File: src/hw/rtl/vrpa_pkg.sv
package vrpa_pkg;

  localparam int FracBits    = 16;
  localparam int CordicSteps = 20;
  localparam int Guard       = 28;
  localparam int StepW       = $clog2(CordicSteps);

  localparam logic signed [31:0] GainQ30 = 32'sd652032874;
  localparam logic [63:0] Pico = 64'd1000000000000;

  localparam logic signed [31:0] FullTurn = 32'sd360 <<< FracBits;
  localparam logic signed [31:0] HalfTurn = 32'sd180 <<< FracBits;
  localparam logic signed [31:0] QuarterTurn = 32'sd90 <<< FracBits;
  localparam logic signed [31:0] AngMax = 32'sd33554431;

  // number of compare-subtract steps for the modulo-360 reduction
  localparam int RedSteps = 7;

  localparam logic [2:0] CmdLoadRect  = 3'd0;
  localparam logic [2:0] CmdLoadPolar = 3'd1;
  localparam logic [2:0] CmdAdd       = 3'd2;
  localparam logic [2:0] CmdSub       = 3'd3;
  localparam logic [2:0] CmdNegate    = 3'd4;
  localparam logic [2:0] CmdScale     = 3'd5;

  // arctangent of 2^-i in units of 1e-12 degree
  localparam logic [63:0] AtanPico [31] = '{
    64'd45000000000000, 64'd26565051177078, 64'd14036243467926, 64'd7125016348902,
    64'd3576334374997, 64'd1789910608246, 64'd895173710211, 64'd447614170861,
    64'd223810500369, 64'd111905677066, 64'd55952891894, 64'd27976452617,
    64'd13988227142, 64'd6994113675, 64'd3497056851, 64'd1748528427,
    64'd874264214, 64'd437132107, 64'd218566053, 64'd109283027,
    64'd54641513, 64'd27320757, 64'd13660378, 64'd6830189,
    64'd3415095, 64'd1707547, 64'd853774, 64'd426887,
    64'd213443, 64'd106722, 64'd53361
  };

  typedef enum logic [3:0] {
    OP_NONE,
    OP_LOAD,
    OP_PREP,
    OP_MULX,
    OP_MULY,
    OP_SCALEY,
    OP_VINIT,
    OP_VITER,
    OP_VGHI,
    OP_VGLO,
    OP_VFIN,
    OP_RED,
    OP_PGHI,
    OP_PGLO,
    OP_RINIT,
    OP_RITER
  } vrpa_op_e;

  typedef struct packed {
    vrpa_op_e         op;
    logic [StepW-1:0] step;
    logic             fin_rot;
    logic             clear;
    logic             publish;
  } vrpa_cmd_t;

  typedef struct packed {
    logic [2:0] cmd;
    logic       mag_nonpos;
    logic       is_zero;
  } vrpa_sts_t;

  // atan(2^-i) in degrees, Q(FracBits), rounded
  function automatic logic signed [31:0] atan_fix(int i);
    logic [63:0] q;
    logic [63:0] r;
    logic [63:0] v;
    v = AtanPico[i];
    q = v / Pico;
    r = v % Pico;
    return 32'((q << FracBits) + ((r << FracBits) + Pico / 2) / Pico);
  endfunction

  function automatic logic signed [31:0] sat32(logic signed [63:0] v);
    if (v > 64'sd2147483647) return 32'sh7fffffff;
    if (v < -64'sd2147483648) return 32'sh80000000;
    return v[31:0];
  endfunction

  function automatic logic signed [25:0] sat_angle(logic signed [31:0] v);
    if (v > AngMax) return 26'(AngMax);
    if (v < -AngMax) return 26'(-AngMax);
    return v[25:0];
  endfunction

endpackage

File: src/hw/rtl/vrpa_ctrl.sv
module vrpa_ctrl import vrpa_pkg::*; (
  input  logic      clk_i,
  input  logic      rst_ni,
  input  logic      in_valid_i,
  output logic      in_stall_o,
  output logic      out_valid_o,
  input  logic      out_stall_i,
  input  vrpa_sts_t sts_i,
  output vrpa_cmd_t cmd_o
);

  typedef enum logic [4:0] {
    S_IDLE, S_DISPATCH, S_PREP, S_MULX, S_MULY, S_SCALEY, S_VINIT, S_VITER,
    S_VGHI, S_VGLO, S_VFIN, S_RED, S_PGHI, S_PGLO, S_RINIT, S_RITER, S_RFIN,
    S_CLEAR, S_OUT
  } state_e;

  localparam logic [StepW-1:0] LastStep = StepW'(CordicSteps - 1);
  localparam logic [StepW-1:0] RedTop   = StepW'(RedSteps - 1);

  state_e           state_q;
  logic [StepW-1:0] step_q;
  logic             out_valid_q;
  logic             out_valid_d;
  logic             accept;
  logic             out_free;

  assign accept      = in_valid_i && (state_q == S_IDLE);
  assign in_stall_o  = (state_q != S_IDLE);
  assign out_valid_o = out_valid_q;
  assign out_free    = !out_valid_q || !out_stall_i;

  // result leaves on an unstalled edge; a new one is shown from S_OUT
  always_comb begin
    out_valid_d = out_valid_q;
    if (out_valid_q && !out_stall_i) out_valid_d = 1'b0;
    if ((state_q == S_OUT) && out_free) out_valid_d = 1'b1;
  end

  always_comb begin
    cmd_o         = '0;
    cmd_o.op      = OP_NONE;
    cmd_o.step    = step_q;
    unique case (state_q)
      S_IDLE:     cmd_o.op = accept ? OP_LOAD : OP_NONE;
      S_PREP:     cmd_o.op = OP_PREP;
      S_MULX:     cmd_o.op = OP_MULX;
      S_MULY:     cmd_o.op = OP_MULY;
      S_SCALEY:   cmd_o.op = OP_SCALEY;
      S_VINIT:    cmd_o.op = OP_VINIT;
      S_VITER:    cmd_o.op = OP_VITER;
      S_VGHI:     cmd_o.op = OP_VGHI;
      S_VGLO:     cmd_o.op = OP_VGLO;
      S_VFIN:     cmd_o.op = OP_VFIN;
      S_RED:      cmd_o.op = OP_RED;
      S_PGHI:     cmd_o.op = OP_PGHI;
      S_PGLO:     cmd_o.op = OP_PGLO;
      S_RINIT:    cmd_o.op = OP_RINIT;
      S_RITER:    cmd_o.op = OP_RITER;
      S_RFIN:     cmd_o.fin_rot = 1'b1;
      S_CLEAR:    cmd_o.clear = 1'b1;
      S_OUT:      cmd_o.publish = out_free;
      default:    cmd_o.op = OP_NONE;
    endcase
  end

  always_ff @(posedge clk_i or negedge rst_ni) begin
    if (!rst_ni) begin
      state_q     <= S_IDLE;
      step_q      <= '0;
      out_valid_q <= 1'b0;
    end else begin
      out_valid_q <= out_valid_d;
      unique case (state_q)
        S_IDLE:     if (accept) state_q <= S_DISPATCH;
        S_DISPATCH: begin
          priority case (sts_i.cmd)
            CmdLoadRect, CmdAdd, CmdSub, CmdNegate: state_q <= S_PREP;
            CmdLoadPolar: begin
              step_q  <= RedTop;
              state_q <= sts_i.mag_nonpos ? S_CLEAR : S_RED;
            end
            CmdScale: state_q <= S_MULX;
            default:  state_q <= S_CLEAR;
          endcase
        end
        S_PREP:   state_q <= S_VINIT;
        S_MULX:   state_q <= S_MULY;
        S_MULY:   state_q <= S_SCALEY;
        S_SCALEY: state_q <= S_VINIT;
        S_VINIT:  begin
          step_q  <= '0;
          state_q <= sts_i.is_zero ? S_VFIN : S_VITER;
        end
        S_VITER: begin
          step_q <= step_q + 1'b1;
          if (step_q == LastStep) state_q <= S_VGHI;
        end
        S_VGHI: state_q <= S_VGLO;
        S_VGLO: state_q <= S_VFIN;
        S_VFIN: state_q <= S_OUT;
        S_RED: begin
          step_q <= step_q - 1'b1;
          if (step_q == '0) state_q <= S_PGHI;
        end
        S_PGHI: state_q <= S_PGLO;
        S_PGLO: state_q <= S_RINIT;
        S_RINIT: begin
          step_q  <= '0;
          state_q <= S_RITER;
        end
        S_RITER: begin
          step_q <= step_q + 1'b1;
          if (step_q == LastStep) state_q <= S_RFIN;
        end
        S_RFIN:  state_q <= S_OUT;
        S_CLEAR: state_q <= S_OUT;
        S_OUT: begin
          if (out_free) state_q <= S_IDLE;
        end
        default: state_q <= S_IDLE;
      endcase
    end
  end

  a_accept_dispatch: assert property (@(posedge clk_i) disable iff (!rst_ni)
    accept |=> state_q == S_DISPATCH)
    else $error("accepted item not dispatched");

  a_valid_from_out: assert property (@(posedge clk_i) disable iff (!rst_ni)
    $rose(out_valid_q) |-> $past(state_q == S_OUT))
    else $error("result shown outside publish state");

  a_step_range: assert property (@(posedge clk_i) disable iff (!rst_ni)
    (state_q == S_VITER || state_q == S_RITER) |-> step_q <= LastStep)
    else $error("iteration index out of range");

endmodule

File: config.mk
export PLATFORM = sky130hd
export DESIGN_NAME = vrpa_ctrl
export DESIGN_NICKNAME = d
export VERILOG_FILES = /design/src/hw/rtl/vrpa_pkg.sv /design/src/hw/rtl/vrpa_ctrl.sv
export SDC_FILE = /design/constraint.sdc
export NUM_CORES = 1
export LEC_CHECK = 0
export ABC_AREA = 1
export BUFFER_PORTS_ARGS = -buffer_cell sky130_fd_sc_hd__buf_2
export CORE_ASPECT_RATIO = 1.4
export CORE_UTILIZATION = 58
export CTS_CLUSTER_DIAMETER = 30
export DETAILED_ROUTE_END_ITERATION = 16
export PLACE_DENSITY = 0.9
export RECOVER_POWER = 50
export SYNTH_ARGS = -nofsm -noshare
export SYNTH_HDL_FRONTEND = slang
export SYNTH_SLANG_ARGS = --single-unit
File: constraint.sdc
create_clock -name clk_i -period 4.2 [get_ports clk_i]
set_clock_uncertainty 0.15 [all_clocks]
set_input_delay 0.63 -clock clk_i [delete_from_list [all_inputs] [get_ports clk_i]]
set_output_delay 0.63 -clock clk_i [all_outputs]
set_load 0.05 [all_outputs]
## Yosys cells after proc, flatten, opt, wreduce, memory -nomap -nowiden

Cells that the tools add are included.
Widths: inputs -> output; s select.

- Bits in registers: 11
- Output and inout bits: 14

- Eq/ne operators: 30
- Multiplexer cells: 18
- Reduce and logical (&&, ||, !) cells: 19
- $add $sub $neg: 2

Operators by type and width:

| kind | number |
|---|---|
| $pmux 5 s16 | 1 |
| $pmux 4 s15 | 1 |
| $eq 5x4->1 const B | 8 |
| $mux 5 | 7 |
| $eq 5x3->1 const B | 4 |
| $eq 5x5->1 const B | 4 |
| $pmux 5 s4 | 1 |
| $pmux 5 s3 | 1 |
| $ne 2x2->1 const B | 6 |
| $eq 5x2->1 const B | 2 |
| $logic_not 5->1 | 2 |
| $eq 3x2->1 const B | 2 |
| $eq 3x3->1 const B | 2 |
| $mux 1 | 6 |
| $reduce_or 2->1 | 3 |
| $add 5x1->5 const B | 1 |
| $eq 5x1->1 const B | 1 |
| $reduce_and 5->1 | 1 |
| $reduce_bool 5->1 | 1 |
| $sub 5x1->5 const B | 1 |
| $mux 4 | 1 |
| $reduce_bool 4->1 | 1 |
| $reduce_or 4->1 | 1 |
| $eq 3x1->1 const B | 1 |
| 7 further kinds | 10 |

## Depth between registers and ports, before layout

Gate-level depths: netlist of the first run.

- Depth in word-level cells: 4
- Mapped depth: 14

## Worst setup path before layout of the first run

Ideal clock, no wire load.

- Kind: reg-to-output
- Start: register state_q[1]
- End: output cmd_o[8] (netlist name)
- Setup slack: 1.451 ns
- Arrival time: 1.969 ns
- Stages on the path, launching flop included: 8
- Data required time: 3.420 ns
- Path buffers: 0
- Path through: dfrtp_1 > inv_4 > nand2_2 > inv_1 > nand2_1 > nor2_1 > inv_1 > o221ai_1

RTL lines:

| item | line | RTL |
|---|---|---|
| from (decl) | vrpa_ctrl.sv:21 | `state_e state_q;` |
| from (signal assigned) | vrpa_ctrl.sv:81 | `state_q <= sts_i.mag_nonpos ? S_CLEAR : S_RED;` |
| from (signal assigned) | vrpa_ctrl.sv:93 | `state_q <= sts_i.is_zero ? S_VFIN : S_VITER;` |
| to (decl) | vrpa_ctrl.sv:9 | `output vrpa_cmd_t cmd_o` |

==> results.toml, run 1 <==
[power_and_ir_drop]
p_sw_w = 0.0000435
ir_drop_uv = 211
power_density_nw_per_um2 = 156
seqPwrFrac_pct = 55.8
cell_internal_pwr_w = 0.000146
pwr-share-clk_pct = 39.6
switching_share_pct = 22.9
p_comb_share_pct = 4.5
p_leak_nw = 0.657

[synthesis]
synth_area_leaders = "dfrtp_1, nand2_1, nand3_1, inv_1, nor2_1"
seq_area_frac_synth_pct = 25.0
synth_most_common_cell = "nand2_1"
yosys_warnings = 0
yosys-top-cells-count = "nand2_1, inv_1, nand3_1"
syn_area_um2 = 1100
synth_cell_types = 28
ys_ff_latch = 11
avgSynthCellArea_um2 = 6.29
synth_top_area_share_pct = 25.0
synth_top_flop_cell = "dfrtp_1"
synth_top_area_cell = "dfrtp_1"
ys_async_sr_fraction_pct = 100
synthCells = 175
synth-edff-count = 0
syn_nets = 186

[timing]
rsz0062_at_grt = "false"
max-slew-margin-rel_pct = 58.7
finalSetupViolCount = 0
holdWs_ns = 0.184
fmax_ghz = 0.367
final_hold_viol_count = 0
tightestPinTransition_ns = 0.619
fin_setup_tns_ns = 0
slew_violations = 0
min_period_ns = 2.72
fin_crit_sh_pct = 64.9

[clocking]
cts_tree = "built"
root_buffer = "clkbuf_4"
worstSkewPairLatency_ns = 0.28
clkSinkCount = 11
ctsResizeCount = 0
cts_buffers = 3
clk_pin_slew_ns = 0.08
ctsHoldBuffers = 0
post_cts_buffers = 0
clk_path_buf_depth = 2
cts_htree_levels = 1

[drt]
drc_errors = 0
wl_met2_um = 1540
met1_length_um = 1160
vias = 1257
wl_met3_um = 163
routed.top_layer = "met4"
wl_per_cell_um = 13.8
totalWireLength_um = 2990
dr.pass1.iters = 4
drtAntennaViolNets = 0
avgViaCountPerCell = 5.79
drt-initial-drc-count = 47

[place]
numPortBuffers = 22
place_congestion = 0.875
dp_cells = 213
hpwl_um = 2360

[critical_path]
timing_worst_setup_path_type = "reg2out"
endpoint_kind = "output pin"
path_max_fanout = 12
crit_required_ns = 3.42
cp-start-kind = "flip-flop"
cp.arrival_ns = 1.94

[grt]
overflow = 0
grt.total_usage_pct = 31.8
grt_pass1_wl_um = 4730
grt_pass1_vias = 1082
antenna_found_initial = 0
grt_max_degree = 13

[die]
dieWidth_um = 38.8
row_count = 18
io_pins = 23
initial_core_util_pct = 61.9
core_region_area_um2 = 1780
dieArea_um2 = 2080
die_h_um = 53.6

[final_layout]
drive_above_1_share_pct = 18.8
syn2layout_area_growth_pct = 10.0
final_cells = 217
num_antenna_cells = 0
fillers = 179
final_net_count = 209

[job]
maxCapViolCount = 0

[min_path]
hold_class = "in2async"

[status]
outcome = "completed"
[path summary, 6_finish.rpt]
kind                        startpoint     endpoint  slack, ns  depth (start not counted)
min                             rst_ni    step_q[1]       0.18                          1
max in group asynchronous       rst_ni  out_valid_o       3.31                          1
min reg2reg                out_valid_o  out_valid_o       0.37                          2
min in group clk_i         out_valid_o  out_valid_o       0.37                          2
max reg2reg                 state_q[2]   state_q[3]       2.04                          9
max                         state_q[2]     cmd_o[2]       1.48                          4
[through the flow]
step                setup slack [ns]  power (W)  instance area, µm²  utilization (%)
CTS                             1.62   0.000189                1220             68.8
global placement                2.02   0.000116                1200             67.4
detailed placement              1.92   0.000117                1200             67.4
finish                          1.48   0.000190                1210             68.1
floorplan                       1.45   0.000110                1100                -
global route                    1.39   0.000197                1210             68.1
[kinds of logic (layout without fill, tap and decap cells)]
kind of cell / count (synthesis) / after routing / synth area share [%]
and+or+nand+nor: 106 / 106 / 46.7
buffers and inverters: 35 / 57 / 14.3
AOI/OAI and AO/OA: 20 / 20 / 10.9
DFF: 11 / 11 / 25.0
adders and majority gates: 2 / 2 / 2.27
xor gates and xnor gates: 1 / 1 / 0.796
[registers in the layout, indices dropped and copies added (netlist names)]
signal and flops:
state_q 5, step_q 5, out_valid_o 1
[per-layer routing]
metal / up-vias / track usage, %
met4: 0 / 12.1
met5: - / 0
li1: 603 / -
met2: 72 / 57.5
met3: 18 / 4.96
met1: 564 / 36.3
[final cells by class]
cell class                      instances  area, µm²  area share, %
Tap cell                               20       25.0           2.07
Clock buffer                            4       26.3           2.17
Sequential cell                        11        275           22.7
Inverter                               31        120           9.92
Multi-Input combinational cell        129        661           54.5
Timing Repair Buffer                   22        104           8.57
[layout by cell type (no fill, tap or decap)]
cell,instances
clkbuf_4,3
nand2_4,1
nand2_1,44
inv_1,26
o221ai_1,1
nand3_2,1
nor2_8,1
nand3_1,22
ha_1,2
nand4_1,6
dfrtp_1,11
nor2_4,2
o21ai_1,4
o31ai_1,1
a21oi_1,4
inv_4,1
xor2_1,1
inv_2,3
nand4_2,1
buf_2,17
o21ai_0,5
o211ai_1,3
a21boi_0,1
clkinv_2,1
nor2_1,23
clkbuf_1,6
o21ai_2,1
nand2_2,5
[critical path: stages (launching register included)]
cell and delay, ns:
dfrtp_1 0.52, nor2_1 0.47, nand3_1 0.26, nor2_1 0.15, buf_2 0.27
[power groups by stage]
stage	Sequential, W	Clock, W	Combinational (W)
2_1_floorplan	0.000108	0	0.00000226
3_3_place_gp	0.000108	0	0.00000833
3_5_place_dp	0.000108	0	0.00000872
4_1_cts	0.000106	0.0000748	0.00000877
5_1_grt	0.000106	0.0000811	0.00000977
6_report	0.000106	0.0000751	0.00000857
Note: power is estimated with default switching activity, not from simulation.
==> inputs of run 2 (changes only) <==
- ABC_AREA: 1 -> 0
- CORE_UTILIZATION: 58 -> 53
- PLACE_DENSITY: 0.9 -> 0.85
- clock period: 4.2 -> 2.59 ns (I/O delays scaled with it)
==> run 2 against run 1 <==
Compared with the run above:
- register-to-register slack got worse by 1.8 ns
- highest routed layer unchanged
- non-clock buffer count up 5
- count of clock-buffer cells in the layout shrank 1
- area after synthesis decreased by 8.7%
- first-iteration DRC count shrank 11%
- worst hold slack gained 0.10 ns
- flip-flop and latch count did not move
- routed wire length is 16% lower
- largest cell class unchanged
- core utilization shrank 3.6 points
- die area shrank 0.14%
- critical path type unchanged
==> results.toml, run 2 <==
[clocking]
root_buffer = "clkbuf_4"
cts_tree = "built"
post_cts_buffers = 0
cts_htree_levels = 1
worstSkewPairLatency_ns = 0.28
clk_pin_slew_ns = 0.08
cts_buffers = 3
clkSinkCount = 11
clk_path_buf_depth = 2

[final_layout]
syn2layout_area_growth_pct = 14.2
final_core_util_pct = 64.5
final_net_count = 152
fillers = 159
drive_above_1_share_pct = 25.7
num_antenna_cells = 0
final_common_cell = "buf_2"
final_cell_mix = "buf_2, nand2_1"
final_cells = 160

[critical_path]
crit_required_ns = 2.05
timing.rr.start = "state_q[2]"
crit_slowest_cell = "dfrtp_2"
cp-start-kind = "flip-flop"
cp.arrival_ns = 1.90
crit_path_start = "state_q[0]"
endpoint_kind = "output pin"
cp_cell_sequence = "or2b_1, or4_4, a21oi_1, clkbuf_4"
slowest_delay_ns = 0.50
path_max_fanout = 13
timing_worst_setup_path_type = "reg2out"

[synthesis]
synth_top_area_cell = "dfrtp_1"
yosys_warnings = 0
ys_ff_latch = 11
yosys-top-cells-count = "nand2_1, dfrtp_1, a21oi_1, nor2_1, o21ai_0"
synth-edff-count = 0
synth_most_common_cell = "nand2_1"
synth_top_area_share_pct = 27.4
syn_area_um2 = 1000
avgSynthCellArea_um2 = 8.51
ys_async_sr_fraction_pct = 100
synth_top_flop_cell = "dfrtp_1"
synth_cell_types = 49
seq_area_frac_synth_pct = 27.4
synth_area_leaders = "dfrtp_1, nand2_1, a21oi_1, o21ai_0, nor2_1"
syn_nets = 129
synthCells = 118

[drt]
dr.pass1.iters = 4
drt-initial-drc-count = 42
totalWireLength_um = 2500
drc_errors = 0
drtAntennaViolNets = 0
wl_per_cell_um = 15.6
vias = 1041
avgViaCountPerCell = 6.51

[grt]
grt_max_degree = 14
grt.total_usage_pct = 27.1
overflow = 0
grt_pass1_wl_um = 3970
grt_pass1_vias = 923
antenna_found_initial = 0

[place]
place_congestion = 0.976
pre_cts_ws_ns = 0.236
dp_cells = 155
numPortBuffers = 22
hpwl_um = 1950

[timing]
rsz0062_at_grt = "false"
fin_setup_tns_ns = 0
fmax_ghz = 0.409
finalSetupViolCount = 0
fin_crit_sh_pct = 94.3
final_hold_viol_count = 0
min_period_ns = 2.44
max-slew-margin-rel_pct = 58.2
finalWorstSetupSlack_ns = 0.147
slew_violations = 0
tightestPinTransition_ns = 0.626

[die]
initial_core_util_pct = 56.5
row_count = 18
io_pins = 23
dieArea_um2 = 2080
core_region_area_um2 = 1780
dieWidth_um = 38.8
die_h_um = 53.5

[status]
outcome = "completed"

[job]
maxCapViolCount = 0

[min_path]
hold_class = "in2reg"
min_from = "out_stall_i"
-- run 2: cell count changes after synthesis, sizes merged, moves of 5 or more --
| cell | delta |
|---|---|
| a21oi | +5 |
| inv | -24 |
| nand2 | -37 |
| nand3 | -22 |
| nand4 | -5 |
| nor2 | -17 |
-- run 2: kinds of logic (layout without fill, tap and decap cells) --
group / after synthesis / after routing / synth area share [%]
DFF: 11 / 11 / 27.4
muxes: 4 / 4 / 4.98
and+or+nand+nor: 40 / 40 / 22.7
buffers and inverters: 15 / 37 / 7.84
AOI/OAI and AO/OA: 43 / 43 / 32.0
adders and majority gates: 2 / 2 / 2.49
xor gates and xnor gates: 3 / 3 / 2.62
-- run 2: timing repair --
| action | in CTS | in global routing |
|---|---|---|
| endpoints found under the hold margin | 11 | 0 |
| hold buffers | 1 | 0 |
| setup endpoints to repair | 0 | 1 |
| gates resized for setup | 0 | 3 |
-- run 2: final cells by class --
| class | count | area (µm²) | share of cell area (%) |
|---|---|---|---|
| clock buffer | 3 | 22.5 | 1.96 |
| clock inverter | 1 | 5.00 | 0.436 |
| inverter | 6 | 22.5 | 1.96 |
| multi-input combinational | 92 | 651 | 56.7 |
| sequential | 11 | 278 | 24.2 |
| tap | 20 | 25.0 | 2.18 |
| timing repair buffer | 27 | 144 | 12.5 |
-- run 2: metal layers --
| metal | track usage (%) | part of all wire (%) | vias up |
|---|---|---|---|
| li1 | - | - | 486 |
| met1 | 31.5 | 38 | 486 |
| met2 | 48.3 | 54 | 60 |
| met3 | 5.88 | 5.6 | 9 |
| met4 | 7.47 | 2.5 | 0 |
| met5 | 0 | 0 | - |
-- run 2: path summary, 6_finish.rpt --
kind	depth (start not counted)	to	slack (ns)
max reg2reg	8	step_q[4]	0.25
min reg2reg	1	step_q[4]	0.41
max	4	cmd_o[0]	0.15
min	3	out_valid_o	0.29
min in group asynchronous	2	out_valid_o	0.48
max in group asynchronous	2	state_q[0]	1.37
-- run 2: through the flow --
stage	hold WS (ns)	cell area [µm²]
final	0.289	1150
after global routing	0.334	1150
after CTS	0.297	1150
after detailed placement	0.124	1110
after global placement	0.122	1110
after floorplan	-0.0571	1000
-- run 2: worst max-delay path: cells and delay by family (launching register included) --
family	cells	cell delay [ns]
flip-flops	1	0.50
buffers and inverters	1	0.24
AO/OA/AOI/OAI	1	0.13
AND/OR/NAND/NOR	2	0.75
Power of run 2 is not shown: default switching activity piles up to over one toggle a cycle in this logic, so the estimate is an artifact.
